===== src/hdl/lgti_pkg.sv =====
// ----------------------------------------------------------------------------
// lgti_pkg
// Shared types and constants for the log-grid trilinear interpolator.
// ----------------------------------------------------------------------------
`default_nettype none

package lgti_pkg;

  // Default grid sizes
  localparam int NTEMP_DEF = 16;
  localparam int NIN_DEF   = 32;
  localparam int NOUT_DEF  = 32;

  // Field widths
  localparam int VAL_W  = 32;
  localparam int STEP_W = 31;
  localparam int TADDR_W = 15;
  localparam int IN_DATA_W = 144;

  // Reset value of the step registers (1.0 in Q8.24)
  localparam logic [STEP_W-1:0] STEP_RST = 31'd16777216;

  // Command codes carried in in_tuser
  localparam logic CMD_WRITE = 1'b0;
  localparam logic CMD_QUERY = 1'b1;

  // Configuration register indexes
  localparam logic [2:0] CFG_TEMP_MIN  = 3'd0;
  localparam logic [2:0] CFG_TEMP_STEP = 3'd1;
  localparam logic [2:0] CFG_IN_MIN    = 3'd2;
  localparam logic [2:0] CFG_IN_STEP   = 3'd3;
  localparam logic [2:0] CFG_OUT_MIN   = 3'd4;
  localparam logic [2:0] CFG_OUT_STEP  = 3'd5;

  // Sequencer states
  typedef enum logic [3:0] {
    ST_IDLE,
    ST_LOC,
    ST_LWAIT,
    ST_ADDR,
    ST_RDA,
    ST_RDB,
    ST_RDC,
    ST_DIFF,
    ST_MUL,
    ST_DGO,
    ST_DWAIT,
    ST_OUT
  } state_t;

  // Axis being located
  typedef enum logic [1:0] {
    AX_T,
    AX_I,
    AX_O
  } axis_t;

  // Linear steps of one query, in order
  typedef enum logic [2:0] {
    LP_O00,
    LP_O01,
    LP_I0,
    LP_O10,
    LP_O11,
    LP_I1,
    LP_T
  } lerp_t;

  // Request to the shared divider
  typedef struct packed {
    logic              start;
    logic [31:0]       hi;
    logic [31:0]       lo;
    logic [STEP_W-1:0] divisor;
    logic [5:0]        iters;
  } div_req_t;

  // Status from the shared divider
  typedef struct packed {
    logic        done;
    logic        busy;
    logic [31:0] quo;
    logic [31:0] rem;
  } div_rsp_t;

endpackage

`default_nettype wire


===== src/hdl/lgti_div.sv =====
// ----------------------------------------------------------------------------
// lgti_div
// Shared restoring divider, one quotient bit per cycle. The remainder starts
// at the high word (below the divisor) and the low word is shifted in.
// ----------------------------------------------------------------------------
`default_nettype none

module lgti_div
  import lgti_pkg::*;
(
  input  wire logic     clk,
  input  wire logic     rst_n,
  input  wire div_req_t req,
  output div_rsp_t      rsp
);

  logic              busy_r;
  logic              done_r;
  logic [5:0]        cnt_r;
  logic [31:0]       rem_r;
  logic [31:0]       sh_r;
  logic [31:0]       quo_r;
  logic [STEP_W-1:0] dvs_r;

  logic [31:0] trial;
  logic [32:0] sub;

  // Trial subtract of one step
  assign trial = {rem_r[30:0], sh_r[31]};
  assign sub   = {1'b0, trial} - {2'b00, dvs_r};

  // Control
  always_ff @(posedge clk) begin
    if (!rst_n) begin
      busy_r <= 1'b0;
      done_r <= 1'b0;
      cnt_r  <= '0;
    end else begin
      done_r <= 1'b0;
      if (req.start) begin
        busy_r <= 1'b1;
        cnt_r  <= req.iters;
      end else if (busy_r) begin
        cnt_r <= cnt_r - 6'd1;
        if (cnt_r == 6'd1) begin
          busy_r <= 1'b0;
          done_r <= 1'b1;
        end
      end
    end
  end

  // Datapath
  always_ff @(posedge clk) begin
    if (req.start) begin
      rem_r <= req.hi;
      sh_r  <= req.lo;
      quo_r <= '0;
      dvs_r <= req.divisor;
    end else if (busy_r) begin
      sh_r <= {sh_r[30:0], 1'b0};
      if (!sub[32]) begin
        rem_r <= sub[31:0];
        quo_r <= {quo_r[30:0], 1'b1};
      end else begin
        rem_r <= trial;
        quo_r <= {quo_r[30:0], 1'b0};
      end
    end
  end

  assign rsp.done = done_r;
  assign rsp.busy = busy_r;
  assign rsp.quo  = quo_r;
  assign rsp.rem  = rem_r;

endmodule

`default_nettype wire


===== config.mk =====
export PLATFORM = sky130hd
export DESIGN_NAME = lgti_div
export DESIGN_NICKNAME = d
export VERILOG_FILES = /design/src/hdl/lgti_pkg.sv /design/src/hdl/lgti_div.sv
export SDC_FILE = /design/constraint.sdc
export NUM_CORES = 1
export LEC_CHECK = 0
export BUFFER_PORTS_ARGS = -buffer_cell sky130_fd_sc_hd__buf_4
export CORE_MARGIN = 2
export CORE_UTILIZATION = 51
export CTS_BUF_LIST = sky130_fd_sc_hd__clkbuf_8
export CTS_CLUSTER_SIZE = 28
export DETAILED_ROUTE_END_ITERATION = 8
export PLACE_DENSITY = 0.89
export SLEW_MARGIN = 30
export SYNTH_ARGS = -nofsm -noshare
export SYNTH_HDL_FRONTEND = slang
export SYNTH_SLANG_ARGS = --single-unit

===== constraint.sdc =====
create_clock -name clk -period 3.1 [get_ports clk]
set_clock_uncertainty 0.1 [all_clocks]
set_input_delay 0.62 -clock clk [delete_from_list [all_inputs] [get_ports clk]]
set_output_delay 0.62 -clock clk [all_outputs]
set_load 0.01 [all_outputs]

==> flow_metrics.py <==
metrics = {
    "synth": {
        "synth.area.top_cells": "edfxtp_1 (39%), dfxtp_1 (11%), ha_1 (5.7%)",
        "ys_ff_latch": 135,
        "synthesis.area_mm2": 0.00726,
        "yosys.area.top_type": "edfxtp_1",
        "synth_top_area_share_pct": 39.3,
        "synthArstFlopShare_pct": 0,
        "ys_seq_area_share_pct": 50.3,
        "avgSynthCellArea_um2": 10.8,
        "synth_fp_nets": 809,
        "yosys_most_used_dff": "edfxtp_1",
        "ys.warnings.count": 0,
        "synth_edf_count": 95,
        "syn_inst": 671,
        "synth.distinct_cells": 62,
    },
    "timing": {
        "slew_viol_final": 0,
        "max_slew_margin_pct": 48.4,
        "whs_ns": 0.245,
        "fin_crit_sh_pct": 98.1,
        "final-hold-violation-count": 0,
        "final.setup.tns_ns": 0,
        "rsz0062_at_grt": "no",
        "setup_violations": 0,
        "worst_slew_pin_slew_ns": 0.770,
        "fmax_mhz": 329,
        "fin_ws_ns": 0.0595,
        "period_minus_slack_ns": 3.04,
    },
    "run_status": {
        "status": "finished, final reports clean",
    },
    "global_routing": {
        "met1_usage_pct": 28.7,
        "first_global_vias": 5755,
        "grt_max_degree": 159,
        "busiest_layer": "met2",
        "use_met2_pct": 38.9,
        "grt_util_met3_pct": 8.07,
        "grt_first_pass_wirelength_um": 27600,
        "antenna_found_initial": 0,
        "overflow": 0,
        "track_usage_pct": 23.5,
    },
    "critical_path": {
        "critPathKind": "register to register",
        "crit_start": "rem_r[3]",
        "crit_chain": "ha_1, o211ai_1, a21o_1, a311oi_1, o21ai_1, a21boi_2, a31oi_1, xnor2_1, a221o_1",
        "cpLargestDelayFamily": "compound AO/OA/AOI/OAI gates",
        "reg2reg_from": "rem_r[3]",
        "worst-path-buf-inv": 0,
        "cp-end-kind": "register",
        "cp-start-kind": "register",
        "crit_slowest_cell": "edfxtp_1",
        "cpPeakStageDelay_ns": 0.46,
        "critPathRequiredTime_ns": 3.19,
        "critPathMaxFanout": 4,
        "arrival_ns": 3.13,
    },
    "final_layout": {
        "drive_above_1_share_pct": 33.5,
        "antenna_cells": 0,
        "final_cell_count_no_fill": 1051,
        "syn_to_final_growth_pct": 28.4,
        "layout.nets": 996,
    },
    "placement": {
        "dpl.cell_count": 1015,
        "io_buffers": 169,
        "dp_slack_ns": -0.0564,
        "gp_congestion": 0.947,
        "dp_hpwl_um": 12500,
    },
    "floorplan": {
        "initial_utilization_pct": 52.3,
        "die-area_mm2": 0.0152,
        "boundaryPins": 170,
        "fp-row-count": 43,
        "core_area_mm2": 0.0139,
        "die_w_um": 123,
        "fp.dieH_um": 123,
    },
    "clocking": {
        "hold_buffers": 0,
        "numCtsBuffers": 17,
        "htree_num_levels": 4,
        "clk_pin_slew_ns": 0.09,
        "root_buffer": "clkbuf_8",
        "clock_path_buffers": 2,
        "insertion_delay_ns": 0.44,
        "cts_tree": "done",
        "clock-sinks": 135,
    },
    "drt": {
        "drtIter0Drc": 427,
        "wl_per_cell_um": 17.0,
        "drc_errors": 0,
        "drt-total-wl_um": 17800,
        "via_per_inst": 5.62,
        "dr.pass1.iters": 5,
        "ant_nets": 0,
        "dr_total_vias": 5907,
    },
    "power": {
        "total_power_mw": 6.36,
        "power_per_cell_area_mw_per_mm2": 683,
        "leakagePower_nw": 3.99,
        "max-vdd-ir-drop_mv": 0.370,
    },
    "job": {
        "max_cap_viol_count": 0,
    },
    "min_path": {
        "hold_class": "input port to register",
        "min_from": "req[14]",
    },
}
-- report_power, final --
group | internal (mW) | switching, mW
combinational | 1.19 | 1.37
clock | 0.677 | 0.758
sequential | 2.22 | 0.148
-- logic make-up (layout without fill, tap and decap cells) --
| kind of cell | count (synthesis) | in the layout | share of synthesized area, % |
|---|---|---|---|
| simple gates | 192 | 192 | 12.2 |
| xor+xnor | 31 | 31 | 3.74 |
| flops | 135 | 135 | 50.3 |
| buf+inv | 77 | 275 | 4.62 |
| mux | 71 | 71 | 10.4 |
| fa+ha+maj | 34 | 34 | 5.96 |
| compound gates | 131 | 133 | 12.8 |
-- metrics by stage --
stage | instance area (µm²) | utilization (%)
floorplan | 7260 | -
global placement | 8850 | 63.7
detailed placement | 8850 | 63.7
CTS | 9240 | 66.6
global route | 9320 | 67.1
finish | 9320 | 67.1
-- cell usage in the layout (no fill, tap or decap), drive strengths merged, types with 4 or more instances in the layout --
master,netlist,final
a211oi,5,5
a21o,7,7
a21oi,38,38
a31oi,6,6
and2,10,10
and3,8,8
buf,22,203
clkbuf,15,18
clkinv,1,6
dfxtp,40,40
edfxtp,95,95
ha,33,33
inv,39,47
mux2,33,33
mux2i,38,38
nand2,56,56
nand2b,4,4
nand3,25,25
nand4,8,8
nor2,60,60
nor3,9,9
o21a,4,4
o21ai,20,20
o21bai,4,4
o311ai,18,18
o31ai,5,5
xnor2,17,17
xor2,14,14
-- sequential cells by signal (all words and copies together), names as in the netlist --
signal and flops:
dvs_r 31, done_r 1, busy_r 1, sh_r 32
rem_r 32, cnt_r 6, quo_r 32
-- layer usage --
layer	routed length, µm	part of all wire (%)
met1	7170	40
met2	8730	49
met3	1590	8.9
met4	356	2.0
met5	0	0
-- final cells by class --
| cell class | count | area [µm²] |
|---|---|---|
| Clock buffer | 18 | 248 |
| Clock inverter | 14 | 136 |
| Fill cell | 1062 | 4560 |
| Inverter | 40 | 150 |
| Multi-Input combinational cell | 461 | 3340 |
| Sequential cell | 135 | 3650 |
| Tap cell | 180 | 225 |
| Timing Repair Buffer | 203 | 1560 |
-- synthesized netlist by cell type (all sizes together), types with 2 or more instances --
cell	number
o21a	4
o21bai	4
ha	33
a221o	3
o22ai	3
and3	8
a311oi	2
a21o	7
nor2	60
nor3	9
a21oi	38
o21ai	20
o211ai	3
a31oi	6
and2	10
nand2b	4
buf	22
nand3	25
a211oi	5
nor2b	3
o31ai	5
mux2i	38
nand4	8
inv	39
dfxtp	40
xnor2	17
or2	3
xor2	14
o311ai	18
a21boi	3
nand2	56
clkbuf	15
edfxtp	95
nor4	2
mux2	33
-- final timing paths --
path               end  slack [ns]  depth (start not counted)
max          rem_r[25]        0.06                          9
min           dvs_r[8]        0.24                          1
max reg2reg  rem_r[25]        0.06                          9
min reg2reg  quo_r[31]        0.43                          2
-- worst register-to-register path: stages, from the launching register on --
cell	delay [ns]
edfxtp_1	0.46
ha_1	0.41
o211ai_1	0.11
a21o_1	0.20
a311oi_1	0.41
o21ai_1	0.24
a21boi_2	0.23
a31oi_1	0.13
xnor2_1	0.17
a221o_1	0.33
-- repair_timing --
item / 4_1_cts / 5_1_grt
buffers inserted: 0 / 2
gates resized for setup: 1 / 9
endpoints found under the setup margin: 23 / 29
pin swaps: 0 / 2
gates cloned: 0 / 2
Power figures use the tool's default switching activity.
